[config.mk]
export PLATFORM = sky130hd
export DESIGN_NAME = fpa_prep
export DESIGN_NICKNAME = d
export VERILOG_FILES = /design/src/rtl/fpa_pkg.sv /design/src/rtl/fpa_prep.sv
export SDC_FILE = /design/constraint.sdc
export NUM_CORES = 1
export LEC_CHECK = 0
export BUFFER_PORTS_ARGS = -buffer_cell sky130_fd_sc_hd__buf_2
export CAP_MARGIN = 20
export CORE_ASPECT_RATIO = 1.4
export CORE_MARGIN = 3
export CORE_UTILIZATION = 30
export DETAILED_ROUTE_END_ITERATION = 10
export PLACE_DENSITY = 0.57
export SYNTH_ARGS = -nofsm -noshare
export SYNTH_HDL_FRONTEND = slang
export SYNTH_SLANG_ARGS = --single-unit
[constraint.sdc]
create_clock -name vclk -period 12.75
set_input_delay 1.275 -clock vclk [all_inputs]
set_output_delay 1.275 -clock vclk [all_outputs]
set_load 0.02 [all_outputs]
[src/rtl/fpa_pkg.sv]
// ----------------------------------------------------------------------------
// fpa_pkg
// Shared constants, codes and types of the Q24.8 fixed-point ALU.
// ----------------------------------------------------------------------------
`default_nettype none

package fpa_pkg;

  // Number format
  localparam int FRAC_BITS = 8;
  localparam int WORD_BITS = 32;
  localparam int SAT_BITS  = (WORD_BITS < 32) ? WORD_BITS : 32;

  // Divider: numerator is |a| shifted up by the fraction, one cell per bit
  localparam int NUM_BITS  = 32 + FRAC_BITS;
  // Entry register, one register per divider cell, output register
  localparam int LATENCY   = NUM_BITS + 2;

  localparam logic signed [63:0] SAT_HI = (64'sd1 <<< (SAT_BITS - 1)) - 64'sd1;
  localparam logic signed [63:0] SAT_LO = -SAT_HI - 64'sd1;
  localparam logic [63:0]        HALF   = (64'd1 << FRAC_BITS) >> 1;
  localparam logic [63:0]        FMASK  = (64'd1 << FRAC_BITS) - 64'd1;

  // Operation codes
  localparam logic [3:0] FUNC_ADD  = 4'd0;
  localparam logic [3:0] FUNC_SUB  = 4'd1;
  localparam logic [3:0] FUNC_MUL  = 4'd2;
  localparam logic [3:0] FUNC_DIV  = 4'd3;
  localparam logic [3:0] FUNC_CMP  = 4'd4;
  localparam logic [3:0] FUNC_MIN  = 4'd5;
  localparam logic [3:0] FUNC_MAX  = 4'd6;
  localparam logic [3:0] FUNC_INC  = 4'd7;
  localparam logic [3:0] FUNC_DEC  = 4'd8;
  localparam logic [3:0] FUNC_FINT = 4'd9;
  localparam logic [3:0] FUNC_TINT = 4'd10;

  // Finished result of one request
  typedef struct packed {
    logic [31:0] result;
    logic        overflow;
    logic        div_by_zero;
    logic        greater;
    logic        less;
  } res_t;

  // Word handed from cell to cell
  typedef struct packed {
    logic                valid;
    logic                is_div;
    logic                neg;
    res_t                res;
    logic [31:0]         rem;
    logic [NUM_BITS-1:0] num;
    logic [NUM_BITS-1:0] quo;
    logic [31:0]         den;
  } pipe_t;

  // Clamp to the signed result range
  function automatic res_t saturate(input logic signed [63:0] v);
    res_t r;
    r = '0;
    if (v > SAT_HI) begin
      r.result   = SAT_HI[31:0];
      r.overflow = 1'b1;
    end else if (v < SAT_LO) begin
      r.result   = SAT_LO[31:0];
      r.overflow = 1'b1;
    end else begin
      r.result = v[31:0];
    end
    return r;
  endfunction

endpackage

`default_nettype wire

[src/rtl/fpa_prep.sv]
// ----------------------------------------------------------------------------
// fpa_prep
// Decodes a request, finishes every non-divide operation and sets up the
// operands of the divider chain.
// ----------------------------------------------------------------------------
`default_nettype none

module fpa_prep (
  input  logic                valid_i,
  input  logic [3:0]          func_i,
  input  logic signed [31:0]  a_i,
  input  logic signed [31:0]  b_i,
  input  logic signed [63:0]  prod_i,
  output fpa_pkg::pipe_t      pipe_o
);

  logic signed [63:0] a64, b64, mval, tval;
  logic [63:0]        pmag, pq;
  logic [31:0]        amag, bmag;

  always_comb begin
    a64  = {{32{a_i[31]}}, a_i};
    b64  = {{32{b_i[31]}}, b_i};
    // multiply rounding half away from zero on the magnitude
    pmag = prod_i[63] ? (64'd0 - prod_i) : prod_i;
    pq   = (pmag + fpa_pkg::HALF) >> fpa_pkg::FRAC_BITS;
    mval = prod_i[63] ? -$signed(pq) : $signed(pq);
    // truncation toward zero for fixed to integer
    tval = (a64 + (a_i[31] ? $signed(fpa_pkg::FMASK) : 64'sd0)) >>> fpa_pkg::FRAC_BITS;
    amag = a_i[31] ? (32'd0 - a_i) : a_i;
    bmag = b_i[31] ? (32'd0 - b_i) : b_i;
  end

  always_comb begin
    pipe_o        = '0;
    pipe_o.valid  = valid_i;
    pipe_o.neg    = a_i[31] ^ b_i[31];
    pipe_o.num    = {amag, {fpa_pkg::FRAC_BITS{1'b0}}};
    pipe_o.den    = bmag;
    unique case (func_i)
      fpa_pkg::FUNC_ADD:  pipe_o.res = fpa_pkg::saturate(a64 + b64);
      fpa_pkg::FUNC_SUB:  pipe_o.res = fpa_pkg::saturate(a64 - b64);
      fpa_pkg::FUNC_MUL:  pipe_o.res = fpa_pkg::saturate(mval);
      fpa_pkg::FUNC_DIV: begin
        if (b_i == 32'sd0) pipe_o.res.div_by_zero = 1'b1;
        else               pipe_o.is_div = 1'b1;
      end
      fpa_pkg::FUNC_CMP: begin
        pipe_o.res.greater = a_i > b_i;
        pipe_o.res.less    = a_i < b_i;
      end
      fpa_pkg::FUNC_MIN:  pipe_o.res.result = (a_i < b_i) ? a_i : b_i;
      fpa_pkg::FUNC_MAX:  pipe_o.res.result = (a_i > b_i) ? a_i : b_i;
      fpa_pkg::FUNC_INC:  pipe_o.res = fpa_pkg::saturate(a64 + 64'sd1);
      fpa_pkg::FUNC_DEC:  pipe_o.res = fpa_pkg::saturate(a64 - 64'sd1);
      fpa_pkg::FUNC_FINT: pipe_o.res = fpa_pkg::saturate(a64 <<< fpa_pkg::FRAC_BITS);
      fpa_pkg::FUNC_TINT: pipe_o.res.result = tval[31:0];
      default:            pipe_o.res = '0;
    endcase
  end

endmodule

`default_nettype wire

# --- Word level (Yosys, flattened, before mapping) ---
# Index checks and enable logic that the tools add are counted.
word_totals:
  register_bits: 0
  output_inout_bits: 183
  wordCells: 69
classes:
  bitwise: 1
  eq_ne: 10
  magnitude_cmp: 14
  n_addsub: 10
  muxes: 32
  n_reduce_logical: 2
ops:
  columns: ["cell", "n"]
  rows:
  - ["32-bit two-way mux", 10]
  - ["32-bit one-hot mux with 9 select lines", 1]
  - ["33-bit two-way mux", 6]
  - ["33-bit by 32-bit greater-than comparator with 1-bit output (second input constant)", 4]
  - ["33-bit by 32-bit < comparator with 1-bit output (second input constant)", 4]
  - ["64-bit two-way mux", 2]
  - ["64-bit by 8-bit adder with 64-bit output (second input constant)", 1]
  - ["64-bit by 32-bit greater-than comparator with 1-bit output (second input constant)", 1]
  - ["64-bit by 32-bit < comparator with 1-bit output (second input constant)", 1]
  - ["56-bit negation with 64-bit output", 1]
  - ["1-bit by 32-bit subtractor with 32-bit output (first input constant)", 2]
  - ["1-bit by 64-bit subtractor with 64-bit output (first input constant)", 1]
  - ["40-bit by 32-bit greater-than comparator with 1-bit output (second input constant)", 1]
  - ["40-bit by 32-bit < comparator with 1-bit output (second input constant)", 1]
  - ["32-bit by 2-bit adder with 33-bit output (second input constant)", 1]
  - ["32-bit by 32-bit adder with 33-bit output", 1]
  - ["32-bit by 9-bit adder with 33-bit output", 1]
  - ["32-bit by 2-bit subtractor with 33-bit output (second input constant)", 1]
  - ["32-bit by 32-bit subtractor with 33-bit output", 1]
  - ["32-bit greater-than comparator", 1]
  - ["32-bit logical NOT", 1]
  - ["32-bit < comparator", 1]
  - ["4-bit by 3-bit == test with 1-bit output (second input constant)", 4]
  - ["4-bit == test (second input constant)", 3]
  - ["other kinds (8)", 18]

# --- Longest topological paths before layout ---
# Gate-level depths: netlist of the first run.
logic_depth:
  depth_word: 9
  depth_mapped: 31
  ltp_nobuf: 21

# --- Worst setup path after synthesis of the first run ---
# OpenSTA, ideal clock, no wires.
synth_path:
  path_kind: "input port to output port"
  start: "input prod_i[63]"
  end: "output pipe_o[176] (netlist bit)"
  arrival_time_ns: 9.102
  stages: 29
  n_path_buf: 12
  slack_ns: 2.373
  cell_sequence: "clkbuf_1 buf_1 clkbuf_1 clkbuf_1 clkbuf_1 clkbuf_1 buf_1 clkbuf_1 clkbuf_1 clkbuf_1 o21ai_0 xnor2_1 ha_1 clkbuf_1 nand4_1 a211o_1 or4_4 a2111oi_4 o22ai_1 nor4_4 and3_1 nor3_1 a211o_1 or4b_1 or4_1 o22ai_2 and4b_1 buf_4 nand4_1"
synth_rtl:
  columns: ["item", "line_no", "source"]
  rows:
  - ["start, declared", "fpa_prep.sv:13", "input logic signed [63:0] prod_i,"]
  - ["end, declared", "fpa_prep.sv:14", "output fpa_pkg::pipe_t pipe_o"]

==> results of run 1 <==
==> cell usage after synthesis, types with 47 or more instances <==
cell and n:
sky130_fd_sc_hd__nand3_1 93, sky130_fd_sc_hd__nor2_1 180, sky130_fd_sc_hd__nand4_1 68, sky130_fd_sc_hd__clkbuf_1 148
sky130_fd_sc_hd__a21oi_1 144, sky130_fd_sc_hd__nor4_1 53, sky130_fd_sc_hd__nor3_1 95, sky130_fd_sc_hd__buf_4 84
sky130_fd_sc_hd__ha_1 78, sky130_fd_sc_hd__xor2_1 94, sky130_fd_sc_hd__o31ai_1 47, sky130_fd_sc_hd__inv_1 85
sky130_fd_sc_hd__nand2_1 219, sky130_fd_sc_hd__xnor2_1 210, sky130_fd_sc_hd__o21ai_0 114, sky130_fd_sc_hd__or3_1 50
==> routing by layer <==
| metal | vias up | part of all wire |
|---|---|---|
| met5 | - | 0.00019 |
| met4 | 2 | 0.042 |
| met3 | 125 | 0.056 |
| met2 | 889 | 0.49 |
| met1 | 8849 | 0.42 |
| li1 | 8940 | - |
==> power by group through the flow <==
stage | sequential [mW] | combinational [mW] | clock [mW]
floorplan | 0 | 0.501 | 0
global placement | 0 | 0.691 | 0
detailed placement | 0 | 0.695 | 0
CTS | 0 | 0.697 | 0
global route | 0 | 0.764 | 0.0000000105
finish | 0 | 0.706 | 0.0000000105
==> final timing paths <==
check / startpoint / to / slack, ns / cells past startpoint
worst max-delay path: prod_i[4] / pipe_o[173] / 1.68 / 19
worst min-delay path: valid_i / pipe_o[182] / 2.55 / 0
==> metrics by stage <==
step                      std cells  power [mW]  utilization  hold slack, ns  cell area (sq um)
final                          3125      0.7056       0.3286           2.550              16630
after global routing           3125      0.7638       0.3286           2.550              16630
after CTS                      3124      0.6973       0.3285           2.550              16630
after detailed placement       3124      0.6948       0.3285           2.550              16630
after global placement         3124      0.6906       0.3285           2.550              16630
after floorplan                2487      0.5011            -           2.663              15800
==> area by class of cell <==
| cell class | count | area, sq um | share of cell area |
|---|---|---|---|
| well taps | 643 | 804.5 | 0.04838 |
| inverters | 86 | 322.8 | 0.01941 |
| repair buffers | 254 | 1324 | 0.07961 |
| multi-input cells | 2141 | 14170 | 0.8524 |
| diodes | 1 | 2.502 | 0.0001505 |
==> kinds of logic (layout without fill, tap and decap cells) <==
group / Yosys count / in the layout / synth area share
and+or+nand+nor: 956 / 956 / 0.3216
muxes: 53 / 53 / 0.03479
AOI/OAI and AO/OA: 668 / 668 / 0.2994
buffers and inverters: 346 / 340 / 0.1066
xor gates and xnor gates: 304 / 304 / 0.1718
adders and majority gates: 80 / 80 / 0.06555
other: 1 / 81 / 0.0002420
==> impl.org, run 1 <==
** GRT
- For met2 alone, demand over resource in global routing was 0.4165.
- For this run, the total global-route usage over all layers was measured as 0.2330.
- The via count of the first global-routing pass was 17,610.
- For met1 alone, demand over resource in global routing was 0.2984.
- Largest net degree at the start of global routing :: 75
- Total global routing overflow :: 0
- Most Used Layer, Global Route :: met2
- The number of antenna violations at the first check in global routing is 3.
- The first global-routing pass estimated 102,700 um of wire.
- For this run, global-route usage on met3 was measured as 0.008330.

** Timing
- Setup tns final :: 0 ns
- At the pin with the least slew margin, the transition time is 1.133 ns.
- Setup violations remaining at the end of the flow were counted as 0.
- Maximum clock frequency :: 90.31 MHz
- In the finished design, the share of the clock period the worst path needs comes to 0.8684.
- The count of final hold-check violations came to 0.
- Setup repair after global routing left no endpoint under its margin.
- The number of slew-limit violations in the final report was 0.
- The worst pin sits at a relative slew slack of 0.2435.
- Clock period minus worst slack :: 11.07 ns
- Final setup margin :: 1.677 ns

** Critical path
- Endpoint kind of the worst setup timing path :: primary output
- In this design, the largest share of critical-path delay is due to simple AND/OR/NAND/NOR gates.
- Along the worst path, the maximum fanout reaches 17.
- For this design, the slowest cell found on the critical path is sky130_fd_sc_hd__a211oi_2.
- Data required time at the worst endpoint :: 11.48 ns
- Arrival time reported for the critical path endpoint :: 9.80 ns
- The critical path is of the in2out type.
- Number of buffer and inverter stages on the critical path :: 2
- Worst-path cell chain :: buf_2, or4_1, or4_1, or3_1, o41ai_1, xor2_1, or4_1, nor4_1, mux2_2, a211oi_1, nand4_1, o31ai_1, nand2b_1, nor4b_1, and4b_1, nand4_1, a211oi_2, nand4_1, buf_2
- On the worst path, the slowest cell contributes a delay of 1.02 ns.
- The worst setup path is launched from an input port.

** Yosys
- The cell area that synthesis handed to floorplanning was 15,500 sq um.
- Number of warnings reported in the yosys synthesis log :: 0
- Synthesis instantiated 97 different standard cells from the library.
- Top cell type's share of synthesized area :: 0.1187
- Dominant cell type by area after synthesis :: sky130_fd_sc_hd__xnor2_1
- The average instance in the mapped netlist occupies 6.436 sq um.
- By area the synthesized netlist is led by sky130_fd_sc_hd__xnor2_1 12%, sky130_fd_sc_hd__ha_1 6.3%, sky130_fd_sc_hd__xor2_1 5.3%, sky130_fd_sc_hd__nand2_1 5.3%, sky130_fd_sc_hd__a21oi_1 4.7%.
- Share of synthesized area occupied by flip-flops and latches :: 0
- The cell count after synthesis came out at 2,408.

** Routing
- For this block, the initial DRC count from the detailed router was 1,718.
- Wirelength per Cell :: 21.64 um
- DR vias/cell :: 6.018
- The final layout contains routed wiring with a total length of 67,630 um.
- The count of nets left with antenna violations once routing finished came out at 0.
- Count of TritonRoute iterations in the first routing pass :: 6
- For this run, design rule violations remaining after detail routing come to 0.
- Overall via count from detail_route :: 18,810

** Die
- The region available for standard cell placement spans 50,610 sq um.
- Boundary pin count :: 316
- Area of the die :: 54,460 sq um
- In this run the vertical extent of the chip is 274.9 um.
- Starting density of the core :: 0.3062
- Measured along the x axis, the die boundary spans 198.1 um.
- After floorplanning, the core was divided into 97 placement rows.

** Power
- Fraction of power consumed by sequential logic :: 0
- Logic pwr share :: 1.000
- The analysis attributes to cell leakage a power of 6.147 nW.
- Switching share of total power :: 0.6658
- Across the VDD grid, the largest voltage drop is 0.00001938 V.
- The share of total power dissipated in the clock network is 0.
- Switching component of the power :: 0.4698 mW
- Internal :: 0.2358 mW
- In this run the power density over the cells is 42.43 nW/um^2.

** Clock network
- Hold-fix buffer count after cts :: 0
- Buffers added to address setup during post-CTS repair amount to 0.
- The number of gates resized after CTS was 0.

** Layout
- Layout cell share with drive strength beyond 1 :: 0.1314
- FF+latch count :: 0
- After filler insertion, the fill cell instance count of the layout stands at 5,535.
- Total number of nets in the final design :: 2,696
- Area added between synthesis and finish :: 7.290%
- The top cell types in the final layout, fill and taps aside, are 233 x sky130_fd_sc_hd__buf_2, 219 x sky130_fd_sc_hd__nand2_1, 210 x sky130_fd_sc_hd__xnor2_1, 180 x sky130_fd_sc_hd__nor2_1, 144 x sky130_fd_sc_hd__a21oi_1.
- In the finished layout, the clock tree contains a buffer count of 0.
- Most frequent standard cell in the layout excluding fill and tap cells :: sky130_fd_sc_hd__buf_2
- Registers take 0 sq um.

** Placed design
- The congestion estimate from routability-driven global placement came to 0.9715.
- Detailed placement ended at an HPWL of 55,590 um.
- Buffers placed on the I/O ports in this run total 234.
- Timing analysis after detailed placement gives a worst setup slack of 1.772 ns.

** Flow run
- The tool flagged a number of max-cap violations equal to 0.

** Hold path
- The worst hold path belongs to the class in2out.

** Status
- The run finished with clean final reports.
No activity file was read; power rests on OpenSTA's default activity.
==> run 2: changes to the inputs <==
Settings changed: BUFFER_PORTS_ARGS -buffer_cell sky130_fd_sc_hd__buf_2 to -buffer_cell sky130_fd_sc_hd__buf_4, CORE_ASPECT_RATIO 1.4 to 0.75, REMOVE_ABC_BUFFERS from default to 1.
==> run 2 against run 1 <==
Compared with the run above: worst setup slack improved by 0.18 ns; via count increased by 2.2%; power increased by 7.1%; sequential share of layout area unchanged; clock-buffer cell count unchanged; critical path type unchanged; largest power group unchanged.
==> impl.org, run 2 (synthesis results as in run 1) <==
** Status
- Status :: finished clean

** Critical path
- Worst-path fanout max :: 37
- The worst setup path is captured at a primary output.
- Number of buffer and inverter stages on the critical path :: 3
- Longest individual stage delay on the worst path :: 0.95 ns
- Data on the critical path arrives at its endpoint at 9.62 ns.
- For this design, the slowest cell found on the critical path is sky130_fd_sc_hd__a211oi_2.
- Critical path class :: in2out
- Worst path top cell family by delay :: simple AND/OR/NAND/NOR gates
- Worst-path cell chain :: buf_4, or4_1, or4_1, buf_4, or3_1, o41ai_1, xor2_1, or4_1, nor3_2, xnor2_1, o21ai_1, nand4_1, o31ai_1, nand2b_1, nor4b_1, and4b_1, nand4_1, a211oi_2, nand4_1, buf_4
- For the worst setup path, the data required time is 11.48 ns.
- The worst setup path is launched from an input port.

** Timing
- Setup violations remaining at the end of the flow were counted as 0.
- Dividing the final minimum period by the clock period gives 0.8545.
- Final hold violation count :: 0
- For the pin with the worst max-slew slack, the measured transition is 1.107 ns.
- Final Max Tran Viols :: 0
- Counting I/O delays and the setup requirement, the final critical path takes 10.89 ns.
- Setup repair after global routing left no endpoint under its margin.
- Slew HR :: 0.2595
- Setup tns final :: 0 ns
- Once routing completed, OpenROAD measured the worst setup slack at 1.855 ns.
- Based on the critical path, the design can be clocked at up to 91.79 MHz.

** GRT
- In the global route stage, overall resource usage came out at 0.2457.
- The via count of the first global-routing pass came to 17,520.
- Global routing finished with a remaining overflow of 0.
- Entering global routing, the biggest net connects 55 pins.
- Wire length of the first global-routing pass :: 107,000 um
- Antenna violations before repair :: 2

** Routing
- In the final routed layout, each cell accounts on average for 22.58 um.
- DR vias/cell :: 6.117
- The count of nets left with antenna violations once routing finished came out at 0.
- After detailed routing, the number of remaining DRC violations is 0.
- Before antenna repair, the detailed router went through 5 iterations.
- The routed layout has 19,220 vias.
- Total length of routed wires :: 70,960 um
- Number of DRC markers in iteration 0 :: 2,116

** Placed design
- Routability-driven placement finished with a final weighted congestion of 0.9564.
- HPWL after detailed placement :: 57,340 um
- At the placement stage, the worst setup path has a slack of 1.983 ns.
- Cell area reported after detailed placement :: 17,240 sq um
- During placement, the flow inserted port buffers numbering 234.

** Layout
- Leaving out fill and tap cells, the most frequent cell in the layout is sky130_fd_sc_hd__buf_4.
- The filler cells instantiated in the layout total 5,646.
- Sequential cell area :: 0 sq um
- The repair_antennas step left the layout with diodes totalling 0.
- Final standard cell area without fillers :: 17,250 sq um
- Total number of nets in the final design :: 2,700
- Commonest non-fill, non-tap cells in the layout :: 257 x sky130_fd_sc_hd__buf_4, 219 x sky130_fd_sc_hd__nand2_1, 210 x sky130_fd_sc_hd__xnor2_1, 180 x sky130_fd_sc_hd__nor2_1, 144 x sky130_fd_sc_hd__a21oi_1
- In the final layout, the share of cells above drive strength 1 is 0.1328.
- Count of clock-net buffers in the final layout :: 0
- Area added between synthesis and finish :: 11.28%
- FF+latch count :: 0
- Multi-input gate area in the final layout :: 14,170 sq um

** Die
- During I/O placement, the number of pins put on the boundary was 316.
- The region available for standard cell placement spans 50,640 sq um.
- Starting density of the core :: 0.3061
- The initialized floorplan defines 71 standard-cell rows.
- From bottom edge to top edge, the die measures 202.8 um.
- Width of the die :: 268.5 um
- The die covers 54,450 sq um.

** Power
- For this design the static power due to leakage is 6.351 nW.
- Power density relative to cell area :: 43.80 nW/um^2
- Power comes to 0.7553 mW.
- Worst vdd rail ir drop :: 0.00001987 V

** Hold path
- Tightest Hold Check Type :: in2out
- The worst hold path begins at valid_i.
- The worst hold path passes through 0 cells.
- The path with the worst hold slack has its endpoint at pipe_o[182].

** Clock network
- Post-CTS repair changed the size of 0 cells.
- Post-CTS timing repair inserted 0 buffers for setup.
- After clock tree synthesis, the flow added hold-fix buffers numbering 0.

** Flow run
- Across the run, the number of max-cap violations was 0.
run 2: changes by cell type in the layout (fill, tap and decap cells not counted), sizes merged:
cell,delta
buf,+4
diode,-1
run 2: layer usage:
metal | vias up | share of wire | track usage
li1 | 8953 | - | -
met1 | 9231 | 0.47 | 0.3743
met2 | 961 | 0.43 | 0.3763
met3 | 72 | 0.084 | 0.02992
met4 | 2 | 0.014 | 0.02884
met5 | - | 0.00018 | 0
run 2: worst max path at each step:
| stage | from | to | slack (ns) | cells past startpoint |
|---|---|---|---|---|
| finish | prod_i[4] | pipe_o[157] | 1.86 | 20 |
| global route | prod_i[4] | pipe_o[157] | 1.28 | 20 |
| CTS | prod_i[4] | pipe_o[157] | 1.95 | 20 |
| detailed placement | prod_i[4] | pipe_o[157] | 1.98 | 20 |
| global placement | prod_i[4] | pipe_o[153] | 2.10 | 21 |
| floorplan | prod_i[4] | pipe_o[170] | 2.51 | 17 |
run 2: power by group:
group / internal, mW / switching (mW) / total [mW]
Combinational: 0.269 / 0.486 / 0.755
Sequential: 0 / 0 / 0
Clock: 0 / 0 / 0
Total: 0.269 / 0.486 / 0.755
run 2: through the flow:
step                hold WS (ns)  instances    util
floorplan                  2.550       2227       -
global placement           2.550       3141  0.3405
detailed placement         2.550       3141  0.3405
CTS                        2.550       3141  0.3405
global route               2.550       3142  0.3406
finish                     2.550       3142  0.3406
run 2: cell type report:
cell class,count,area share
Inverter,86,0.01872
Multi-Input combinational cell,2141,0.8215
Tap cell,657,0.04766
Timing Repair Buffer,258,0.1122
