==> config.mk <==
export PLATFORM = sky130hd
export DESIGN_NAME = fpa_finish
export DESIGN_NICKNAME = d
export VERILOG_FILES = /design/src/rtl/fpa_pkg.sv /design/src/rtl/fpa_finish.sv
export SDC_FILE = /design/constraint.sdc
export NUM_CORES = 1
export LEC_CHECK = 0
export ABC_AREA = 1
export BUFFER_PORTS_ARGS = -buffer_cell sky130_fd_sc_hd__buf_2
export CAP_MARGIN = 20
export CORE_ASPECT_RATIO = 0.75
export CORE_MARGIN = 2
export CORE_UTILIZATION = 55
export DETAILED_ROUTE_END_ITERATION = 10
export GPL_ROUTABILITY_DRIVEN = 0
export MAX_ROUTING_LAYER = met4
export PLACE_DENSITY = 0.88
export SKIP_LAST_GASP = 1
export SYNTH_ARGS = -nofsm -noshare
export SYNTH_HDL_FRONTEND = slang
export SYNTH_SLANG_ARGS = --single-unit
==> constraint.sdc <==
create_clock -name clk_i -period 0.9 [get_ports clk_i]
set_clock_uncertainty 0.2 [all_clocks]
set_input_delay 0.18 -clock clk_i [delete_from_list [all_inputs] [get_ports clk_i]]
set_output_delay 0.18 -clock clk_i [all_outputs]
set_load 0.03 [all_outputs]
==> src/rtl/fpa_pkg.sv <==
// ----------------------------------------------------------------------------
// fpa_pkg
// Shared constants, codes and types of the Q24.8 fixed-point ALU.
// ----------------------------------------------------------------------------
`default_nettype none

package fpa_pkg;

  // Number format
  localparam int FRAC_BITS = 8;
  localparam int WORD_BITS = 32;
  localparam int SAT_BITS  = (WORD_BITS < 32) ? WORD_BITS : 32;

  // Divider: numerator is |a| shifted up by the fraction, one cell per bit
  localparam int NUM_BITS  = 32 + FRAC_BITS;
  // Entry register, one register per divider cell, output register
  localparam int LATENCY   = NUM_BITS + 2;

  localparam logic signed [63:0] SAT_HI = (64'sd1 <<< (SAT_BITS - 1)) - 64'sd1;
  localparam logic signed [63:0] SAT_LO = -SAT_HI - 64'sd1;
  localparam logic [63:0]        HALF   = (64'd1 << FRAC_BITS) >> 1;
  localparam logic [63:0]        FMASK  = (64'd1 << FRAC_BITS) - 64'd1;

  // Operation codes
  localparam logic [3:0] FUNC_ADD  = 4'd0;
  localparam logic [3:0] FUNC_SUB  = 4'd1;
  localparam logic [3:0] FUNC_MUL  = 4'd2;
  localparam logic [3:0] FUNC_DIV  = 4'd3;
  localparam logic [3:0] FUNC_CMP  = 4'd4;
  localparam logic [3:0] FUNC_MIN  = 4'd5;
  localparam logic [3:0] FUNC_MAX  = 4'd6;
  localparam logic [3:0] FUNC_INC  = 4'd7;
  localparam logic [3:0] FUNC_DEC  = 4'd8;
  localparam logic [3:0] FUNC_FINT = 4'd9;
  localparam logic [3:0] FUNC_TINT = 4'd10;

  // Finished result of one request
  typedef struct packed {
    logic [31:0] result;
    logic        overflow;
    logic        div_by_zero;
    logic        greater;
    logic        less;
  } res_t;

  // Word handed from cell to cell
  typedef struct packed {
    logic                valid;
    logic                is_div;
    logic                neg;
    res_t                res;
    logic [31:0]         rem;
    logic [NUM_BITS-1:0] num;
    logic [NUM_BITS-1:0] quo;
    logic [31:0]         den;
  } pipe_t;

  // Clamp to the signed result range
  function automatic res_t saturate(input logic signed [63:0] v);
    res_t r;
    r = '0;
    if (v > SAT_HI) begin
      r.result   = SAT_HI[31:0];
      r.overflow = 1'b1;
    end else if (v < SAT_LO) begin
      r.result   = SAT_LO[31:0];
      r.overflow = 1'b1;
    end else begin
      r.result = v[31:0];
    end
    return r;
  endfunction

endpackage

`default_nettype wire

==> src/rtl/fpa_finish.sv <==
// ----------------------------------------------------------------------------
// fpa_finish
// Rounds, signs and clamps the divider quotient and registers the result.
// ----------------------------------------------------------------------------
`default_nettype none

module fpa_finish (
  input  logic           clk_i,
  input  logic           rst_ni,
  input  fpa_pkg::pipe_t pipe_i,
  output logic           valid_o,
  output fpa_pkg::res_t  res_o
);

  logic [63:0]   q;
  logic signed [63:0] qs;
  fpa_pkg::res_t res_d, res_q;
  logic          valid_q;

  // round half away from zero: 2*rem >= den
  always_comb begin
    q  = {{(64-fpa_pkg::NUM_BITS){1'b0}}, pipe_i.quo}
       + {63'd0, ({pipe_i.rem, 1'b0} >= {1'b0, pipe_i.den})};
    qs = pipe_i.neg ? -$signed(q) : $signed(q);
    res_d = pipe_i.is_div ? fpa_pkg::saturate(qs) : pipe_i.res;
  end

  always_ff @(posedge clk_i or negedge rst_ni) begin
    if (!rst_ni) begin
      valid_q <= 1'b0;
    end else begin
      valid_q <= pipe_i.valid;
    end
  end

  always_ff @(posedge clk_i) begin
    if (pipe_i.valid) begin
      res_q <= res_d;
    end
  end

  assign valid_o = valid_q;
  assign res_o   = res_q;

endmodule

`default_nettype wire

==> reports/results.ini, run 1 <==
[run_status]
status=did not finish
stop_stage=5_1_grt
firstError=[ERROR GRT-0232] Routing congestion too high. Check the congestion heatmap in the GUI.

[cts]
cts_buffers=5
cts_buffer_depth=2
htreeDepth=2
cts.sinks=37
root_buffer=clkbuf_16

[yosys]
ys_types=35
synth_area_per_cell_um2=5.69
syn-num-nets=1231
yosysWarnings=0
netlist_instances=1012
syn_area_um2=5760
synth.ff_latch_count=37
seq_area_frac_synth_pct=19.2
synthArstFlopShare_pct=2.70
synth_edf_count=36
synthFlopType=edfxtp_1

[placement]
portBuffers=181
dp_cells=1470
pre_cts_ws_ns=-4.17
dp_hpwl_um=16000

[sta]
worst-ep-kind=register data pin
crit_endpoint=res_o[11]$_DFFE_PP_/D

[floorplan]
die-height_um=92.6
start_util_pct=56.2
io_pins=222
die_w_um=122
num_rows=32

[grt]
grt_max_degree=27
grtUsageTotal_pct=88.9
overflow=228

-- what timing repair did --
item	4_1_cts
cloned	4
hold buffers	1
hold endpoints to repair	37
resized for setup	151
pin swaps	44
endpoints found under the setup margin	70
setup buffers	20
-- synthesized netlist by cell type, drive strengths merged, types with 2 or more instances --
master	n	area, um^2
nand2	450	1740
xor2	21	184
nor2	156	734
nand3	72	395
clkbuf	7	26.3
buf	12	83.8
o21ai	20	100
xnor2	10	87.6
edfxtp	36	1080
clkinv	2	7.51
nand4	18	113
ha	34	425
a21oi	21	105
inv	129	484
nand3b	13	97.6
a211oi	2	15.0
nor3	2	10.0
-- per-layer routing --
| metal | track usage, % | GRT overflow |
|---|---|---|
| met4 | 93.3 | 78 |
| met1 | 83.0 | 13 |
| met3 | 78.9 | 10 |
| met5 | - | - |
| met2 | 101 | 127 |
-- kinds of logic after synthesis --
group           share of synthesized area (%)
fa+ha+maj                                7.39
xor+xnor                                 4.71
simple gates                             53.9
flops                                    19.2
compound gates                           4.39
buf+inv                                  10.4
-- through the flow --
step	TNS, ns	instance area (um^2)	util (%)
2_1_floorplan	-104.87	5940	-
3_3_place_gp	-133.53	8130	79.3
3_5_place_dp	-141.26	8130	79.3
4_1_cts	-132.75	9030	88.1
==> inputs of run 2 (changes only) <==
Settings changed: CORE_ASPECT_RATIO 0.75 to default, CORE_UTILIZATION 55 to 40, MAX_ROUTING_LAYER met4 to default, PLACE_DENSITY 0.88 to default, PLACE_DENSITY_LB_ADDON from default to 0.15.
==> run 2 against run 1 <==
The flow now finishes, with violations (hold timing, setup timing). Synthesized cell count did not move. Area after synthesis did not move.
==> reports/results.ini, run 2 <==
[power]
internal-power_w=0.00510
pwr-share-seq_pct=28.0
power.switching_w=0.00269
ir_worst_vdd_v=0.000663
power_density_nw_per_um2=849
p_leak_nw=4.91
power_frac_clock_pct=26.3
swShare_pct=34.5
p_comb_share_pct=45.7

[cts]
root_buffer=clkbuf_16  ; unchanged
clk_transition_reported_paths_ns=0.06
cts_tree=done
cts_hold_buf=1  ; unchanged
cts_buffers=5  ; unchanged
cts.sinks=37  ; unchanged
htreeDepth=2  ; unchanged
cts_buffer_depth=2  ; unchanged

[run]
maxCapViolCount=0

[layout]
final_util_pct=65.6
postLayoutCellArea_um2=9180
drive_above_1_share_pct=38.8
final_common_cell=nand2_1
layout_common_cells=nand2_1, buf_4, buf_2
largest_reg_flops=36
nets=1574
n_antenna_cell=0
syn2layout_area_growth_pct=59.3

[route]
route.met3.wl_um=1030
wl_met1_um=8760
wl_um=19100
met2_length_um=9010
drt_iter0_drc=376
ant_nets=0
route.top_layer_used=met4
via_per_inst=4.77
routedWlPerCell_um=12.5
vias=7333
dr.pass1.iters=7
drc=0

[grt]
overflow=0
grt_pass1_vias=6592
antenna_found_initial=0
grt_max_degree=34
grtUsageTotal_pct=23.7
grt_pass1_wl_um=29500

[placement]
pre_cts_ws_ns=-3.85  ; was -4.17 ns
portBuffers=181  ; unchanged
dp_hpwl_um=15100  ; was 16000 um
post_dp_cell_area_um2=8190  ; was 8130 um^2

[yosys]
synth.most_common_cell=nand2_1  ; unchanged
synth_area_per_cell_um2=5.69  ; unchanged
synth.area.mux_share_pct=0  ; unchanged
seq_area_frac_synth_pct=19.2  ; unchanged
synthTopCellsByArea=nand2_1, edfxtp_1, nor2_1  ; unchanged
ys_types=35  ; unchanged
synth_edf_count=36  ; unchanged
yosysWarnings=0  ; unchanged
synth-adder-area-share_pct=7.39  ; unchanged
synth_compound_area_share_pct=4.39  ; unchanged
synth.ff_latch_count=37  ; unchanged
synth-simple-area-share_pct=53.9  ; unchanged
netlist_instances=1012  ; unchanged
syn_area_um2=5760  ; unchanged
syn-num-nets=1231  ; unchanged
synth_xor_area_share_pct=4.71  ; unchanged
yosysTopAreaCellShare_pct=28.3  ; unchanged
synthFlopType=edfxtp_1  ; unchanged
synth_top_family_by_area=simple AND/OR/NAND/NOR gates  ; unchanged
synthArstFlopShare_pct=2.70  ; unchanged
synth_area_leader_cell=nand2_1  ; unchanged
synthTopCellsByCount=nand2_1, nor2_1, inv_1  ; unchanged

[sta]
period_needed_ns=4.50
worst_pin_slew_ns=0.355
fin_setup_tns_ns=-127.31
clock.fmax_mhz=222
hold_slack_ns=-0.0341
rsz0062_at_grt=true
fin_crit_sh_pct=500
hold_viol_final=24
fin_ws_ns=-3.60
setup_violations=70
drv_slew=0
maxSlewHeadroom_pct=75.7

[setup_path]
slowest_stage=ha_4
arrival_ns=4.33
start_kind=input port
worstSetupEndpointType=register
cp_common_cell=nand2_1
required_ns=0.73
slowest_delay_ns=0.25
crit_start=pipe_i[2]
path_class=in2reg
crit_fanout=8

[floorplan]
die_w_um=124  ; was 122 um
fp.dieArea_um2=15400
die-height_um=124  ; was 92.6 um
start_util_pct=41.2  ; was 56.2%
core_um2=14000
num_rows=43  ; was 32
io_pins=222  ; unchanged

[run_status]
status=finished with violations  ; was did not finish
violations=hold timing, setup timing

[hold_path]
min_path_type=in2reg
min_from=pipe_i[153]
min_path_cells=3

==> run 2: per-layer routing <==
| layer | vias to the layer above | global-route usage (%) |
|---|---|---|
| met5 | - | 0 |
| met4 | 0 | 6.18 |
| met3 | 18 | 1.37 |
| met2 | 227 | 40.1 |
| met1 | 3241 | 33.0 |
| li1 | 3847 | - |
==> run 2: area by class of cell <==
class                   count  area [um^2]
flip-flops and latches     37         1110
clock inverters             1         30.0
repair buffers            353         2560
inverters                 131          510
fillers                  1317         4810
multi-input cells         827         4600
clock buffers               7          143
well taps                 180          225
==> run 2: power by group through the flow <==
stage | Combinational (W) | Sequential (W) | Clock, W
after floorplan | 0.00142 | 0.00251 | 0
after global placement | 0.00303 | 0.00216 | 0
after detailed placement | 0.00306 | 0.00217 | 0
after CTS | 0.00310 | 0.00213 | 0.00205
after global routing | 0.00394 | 0.00219 | 0.00213
final | 0.00356 | 0.00218 | 0.00205
==> run 2: cells by family after synthesis <==
family                     count (synthesis)
DFF                                       37
adders and majority gates                 34
AOI/OAI and AO/OA                         47
buffers and inverters                    150
xor gates and xnor gates                  31
and+or+nand+nor                          713
==> run 2: path summary, 6_finish.rpt <==
| kind | end | slack [ns] |
|---|---|---|
| max in group asynchronous | valid_o$_DFF_PN0_ | 0.42 |
| min in group asynchronous | valid_o$_DFF_PN0_ | -0.01 |
| max | res_o[15]$_DFFE_PP_ | -3.60 |
| min | res_o[9]$_DFFE_PP_ | -0.03 |
==> run 2: worst max-delay path: cells and delay by family <==
| kind | cells | cell delay (ns) |
|---|---|---|
| buf+inv | 4 | 0.35 |
| simple gates | 24 | 2.48 |
| compound gates | 6 | 0.61 |
| fa+ha+maj | 3 | 0.67 |
==> run 2: through the flow <==
stage | cells | hold slack, ns | power (W)
2_1_floorplan | 1012 | -0.316 | 0.00393
3_3_place_gp | 1515 | -0.245 | 0.00519
3_5_place_dp | 1515 | -0.244 | 0.00523
4_1_cts | 1526 | -0.0319 | 0.00729
5_1_grt | 1536 | -0.0198 | 0.00826
6_report | 1536 | -0.0341 | 0.00779
==> run 2: what timing repair did <==
action | in CTS | in global routing
endpoints found under the setup margin | 70 | 70
endpoints found under the hold margin | 32 | 13
setup buffers | 1 | 6
gates cloned | 1 | 4
resized for setup | 6 | 223
pin swaps | 5 | 46
No activity file was read; power rests on OpenSTA's default activity.
==> inputs of run 3 (changes only) <==
Clock period 0.9 ns to 4.25 ns, I/O delays scaled along.
==> run 3 against run 2 <==
Global-route usage grew 0.22 points. Critical endpoint is now res_o[20]$_DFFE_PP_. Non-clock buffer count down 49. Sequential share of layout area grew 0.75 points. The flow finishes with violations (setup timing). Via count shrank 3.0%. Die area unchanged.
==> reports/results.ini, run 3 (same netlist as run 2, synthesis figures left out) <==
[setup_path]
worstSetupEndpointType=register  ; unchanged
required_ns=4.08  ; was 0.73 ns
cp_common_cell=nand2_1  ; unchanged
cp.buffers_inverters=4  ; unchanged
path_delay_family=simple AND/OR/NAND/NOR gates  ; unchanged
start_kind=input port  ; unchanged
path_class=in2reg  ; unchanged
arrival_ns=5.00  ; was 4.33 ns
slowest_stage=ha_4  ; unchanged
slowest_delay_ns=0.25  ; about the same
crit_fanout=16  ; was 8

[run_status]
violations=setup timing  ; was hold timing, setup timing
status=finished with violations  ; unchanged

[cts]
htreeDepth=2  ; unchanged
root_buffer=clkbuf_16  ; unchanged
cts.sinks=37  ; unchanged
cts_buffers=5  ; unchanged
cts_buffer_depth=2  ; unchanged
cts_tree=done  ; unchanged
cts_hold_buf=0  ; was 1
clk_transition_reported_paths_ns=0.05  ; was 0.06 ns

[layout]
largest_reg_flops=36  ; unchanged
n_antenna_cell=0  ; unchanged
layout_common_cells=nand2_1, buf_2, inv_1  ; was nand2_1, buf_4, buf_2
nets=1526  ; was 1574
postLayoutCellArea_um2=8640  ; was 9180 um^2
fill_cells=1402  ; was 1317
drive_above_1_share_pct=36.7  ; was 38.8%
final_util_pct=61.8  ; was 65.6%
syn2layout_area_growth_pct=50.0  ; was 59.3%
final_common_cell=nand2_1  ; unchanged

[sta]
period_needed_ns=5.16
fin_ws_ns=-0.915  ; was -3.60 ns
maxSlewHeadroom_pct=45.9  ; was 75.7%
setup_violations=33  ; was 70
hold_slack_ns=0.136  ; was -0.0341 ns
hold_viol_final=0  ; was 24
clock.fmax_mhz=194
drv_slew=0  ; unchanged
rsz0062_at_grt=true  ; unchanged
worst_pin_slew_ns=0.812  ; was 0.355 ns
fin_crit_sh_pct=122
fin_setup_tns_ns=-28.88  ; was -127.31 ns

[floorplan]
start_util_pct=41.2  ; unchanged
core_um2=14000  ; unchanged
num_rows=43  ; unchanged
io_pins=222  ; unchanged
die_w_um=124  ; unchanged
die-height_um=124  ; unchanged
fp.dieArea_um2=15400  ; unchanged

[route]
ant_nets=0  ; unchanged
vias=7111  ; was 7333
routedWlPerCell_um=12.5  ; about the same
drt_iter0_drc=414  ; was 376
dr.pass1.iters=5  ; was 7
wl_um=18500  ; was 19100 um
via_per_inst=4.78  ; was 4.77
drc=0  ; unchanged

[grt]
grt_pass1_wl_um=29900  ; was 29500 um
grt_pass1_vias=6656  ; was 6592
antenna_found_initial=0  ; unchanged
grt_max_degree=43  ; was 34
grtUsageTotal_pct=23.9  ; was 23.7%
overflow=0  ; unchanged

[placement]
post_dp_cell_area_um2=7670  ; was 8190 um^2
dp_hpwl_um=14400  ; was 15100 um
portBuffers=181  ; unchanged

[power]
ir_worst_vdd_v=0.000132  ; was 0.000663 V
p_leak_nw=4.57  ; was 4.91 nW
power_density_nw_per_um2=175  ; was 849 nW/um^2

[run]
maxCapViolCount=0  ; unchanged

[hold_path]
min_path_type=in2async  ; was in2reg

==> run 3: through the flow <==
step                setup WS [ns]  instances  power [W]
finish                     -0.915       1488    0.00151
global placement            -1.20       1449    0.00106
floorplan                  -0.522       1012   0.000831
detailed placement          -1.28       1449    0.00107
global route                -1.25       1488    0.00162
CTS                        -0.837       1479    0.00148
==> run 3: final timing paths <==
kind | start | end | depth (start not counted) | slack, ns
worst max-delay path | pipe_i[112] | res_o[20]$_DFFE_PP_ | 39 | -0.91
worst min-delay path | rst_ni | valid_o$_DFF_PN0_ | 1 | 0.14
max in group asynchronous | rst_ni | valid_o$_DFF_PN0_ | 1 | 3.63
min in group clk_i | pipe_i[154] | res_o[10]$_DFFE_PP_ | 3 | 0.64
==> run 3: report_power, final <==
part | leakage [nW] | total [W] | switching [W] | internal (W)
sequential | 0.362 | 0.000451 | 0.00000725 | 0.000443
combinational | 4.13 | 0.000685 | 0.000406 | 0.000279
clock | 0.0799 | 0.000378 | 0.000130 | 0.000248
==> run 3: layout make-up <==
class,instances,area [um^2],share of cell area [%]
well taps,180,225,2.61
repair buffers,304,1930,22.4
clock buffers,7,153,1.77
inverters,131,509,5.89
clock inverters,1,5.00,0.0579
flip-flops and latches,37,1110,12.8
multi-input cells,828,4710,54.5
==> run 3: metal layers <==
| layer | global-route usage (%) | vias to the layer above | wire [um] |
|---|---|---|---|
| met1 | 31.9 | 3094 | 8370 |
| met2 | 41.8 | 246 | 8580 |
| met5 | 0 | - | 0 |
| li1 | - | 3749 | - |
| met4 | 5.55 | 0 | 301 |
| met3 | 2.38 | 22 | 1290 |
==> run 3: what timing repair did <==
| action | in CTS | in global routing |
|---|---|---|
| gates cloned | 3 | 2 |
| setup endpoints to repair | 33 | 33 |
| gates resized for setup | 74 | 66 |
| setup buffers | 19 | 7 |
| pin swaps | 26 | 45 |
==> inputs of run 4 (changes only) <==
Settings changed: CTS_BUF_LIST from default to sky130_fd_sc_hd__clkbuf_16.
==> run 4 against run 3 <==
Sequential share of layout area increased by 0.31 points. Sequential power about the same. Total power decreased by 3.5%. The flow still finishes with violations (setup timing). Maximum frequency increased by 1.1%. Clock power decreased by 9.3%.
==> reports/results.ini, run 4 (same netlist as run 2, synthesis figures left out) <==
[run_status]
status=finished with violations  ; unchanged
violations=setup timing  ; unchanged

[cts]
htreeDepth=2  ; unchanged
clk_transition_reported_paths_ns=0.05  ; about the same
cts_buffer_depth=2  ; unchanged
cts_tree=done  ; unchanged
cts.sinks=37  ; unchanged
cts_buffers=5  ; unchanged
cts_hold_buf=0  ; unchanged
root_buffer=clkbuf_16  ; unchanged

[sta]
worst_pin_slew_ns=0.805  ; was 0.812 ns
maxSlewHeadroom_pct=46.3  ; was 45.9%
rsz0062_at_grt=true  ; unchanged
setup_violations=33  ; unchanged
fin_ws_ns=-0.859  ; was -0.915 ns
hold_slack_ns=0.137  ; was 0.136 ns
period_needed_ns=5.11  ; was 5.16 ns
fin_crit_sh_pct=120  ; was 122%
hold_viol_final=0  ; unchanged
clock.fmax_mhz=196  ; was 194 MHz
drv_slew=0  ; unchanged

[placement]
pre_cts_ws_ns=-1.28  ; unchanged
dp_hpwl_um=14400  ; unchanged
portBuffers=181  ; unchanged
post_dp_cell_area_um2=7670  ; unchanged

[route]
ant_nets=0  ; unchanged
met2_length_um=8450  ; was 8580 um
via_per_inst=4.80  ; was 4.78
vias=7146  ; was 7111
wl_um=18400  ; was 18500 um
route.met3.wl_um=1240  ; was 1290 um
route.top_layer_used=met4  ; unchanged
routedWlPerCell_um=12.3  ; was 12.5 um
drc=0  ; unchanged
drt_iter0_drc=484  ; was 414
wl_met1_um=8400  ; was 8370 um
dr.pass1.iters=5  ; unchanged

[grt]
grtUsageTotal_pct=24.0  ; was 23.9%
grt_max_degree=43  ; unchanged
antenna_found_initial=0  ; unchanged
grt_pass1_vias=6704  ; was 6656
grt_pass1_wl_um=30000  ; was 29900 um
overflow=0  ; unchanged

[power]
p_total_w=0.00146  ; was 0.00151 W
power_density_nw_per_um2=173  ; was 175 nW/um^2
ir_worst_vdd_v=0.000133  ; was 0.000132 V
p_leak_nw=4.53  ; was 4.57 nW

[run]
maxCapViolCount=0  ; unchanged

[floorplan]
num_rows=43  ; unchanged
io_pins=222  ; unchanged
core_um2=14000  ; unchanged
fp.dieArea_um2=15400  ; unchanged
die-height_um=124  ; unchanged
die_w_um=124  ; unchanged
start_util_pct=41.2  ; unchanged

[setup_path]
cp_common_cell=nand2_1  ; unchanged
worstSetupEndpointType=register  ; unchanged
path_class=in2reg  ; unchanged
slowest_stage=ha_4  ; unchanged
crit_fanout=16  ; unchanged
start_kind=input port  ; unchanged
arrival_ns=4.94  ; was 5.00 ns
required_ns=4.08  ; about the same
slowest_delay_ns=0.26  ; was 0.25 ns

[layout]
seq_area_um2=1110  ; unchanged
final_common_cell=nand2_1  ; unchanged
fill_cells=1431  ; was 1402
n_antenna_cell=0  ; unchanged
drive_above_1_share_pct=34.6  ; was 36.7%
syn2layout_area_growth_pct=46.4  ; was 50.0%
largest_reg_flops=36  ; unchanged
layout_common_cells=nand2_1, buf_2, inv_1  ; unchanged
postLayoutCellArea_um2=8430  ; was 8640 um^2
multi_input_area_um2=4540  ; was 4710 um^2
nets=1527  ; was 1526

[hold_path]
min_path_type=in2async  ; unchanged

## run 4: where the power goes
part	internal, W	switching, W
Combinational	0.000272	0.000396
Clock	0.000212	0.000132
Sequential	0.000443	0.00000728
Total	0.000927	0.000535
## run 4: timing repair
item / 4_1_cts / 5_1_grt
pin swaps: 33 / 12
setup buffers: 22 / 5
endpoints found under the setup margin: 33 / 33
gates cloned: 3 / 2
resized for setup: 71 / 20
## run 4: worst max-delay path, delay by kind of cell
family | cells | cell delay [ns]
AND/OR/NAND/NOR | 26 | 2.47
AO/OA/AOI/OAI | 6 | 0.62
adder cells (fa/ha/maj) | 3 | 0.61
buffers and inverters | 4 | 0.36
## run 4: cell type report
type	instances	share of cell area [%]
clock buffers	5	1.48
inverters	131	5.99
repair buffers	305	22.7
multi-input cells	828	53.9
well taps	180	2.67
clock inverters	3	0.148
flip-flops and latches	37	13.1
## run 4: worst paths after layout
check | startpoint | endpoint | slack (ns) | depth (start not counted)
setup / recovery | pipe_i[2] | res_o[11]$_DFFE_PP_ | -0.86 | 39
hold / removal | rst_ni | valid_o$_DFF_PN0_ | 0.14 | 1
max in group asynchronous | rst_ni | valid_o$_DFF_PN0_ | 3.63 | 1
min in group clk_i | pipe_i[154] | res_o[10]$_DFFE_PP_ | 0.64 | 3
## run 4: routing by layer
layer / vias to the layer above / global-route usage, %
li1: 3757 / -
met1: 3121 / 32.1
met5: - / 0
met3: 24 / 2.29
met2: 244 / 41.9
met4: 0 / 5.62
## run 4: stage by stage
stage / setup TNS (ns) / instances / util [%]
final: -27.16 / 1489 / 60.3
after global routing: -39.99 / 1489 / 60.3
after CTS: -26.47 / 1482 / 59.1
after detailed placement: -40.66 / 1449 / 54.8
after global placement: -38.10 / 1449 / 54.8
after floorplan: -16.44 / 1012 / -
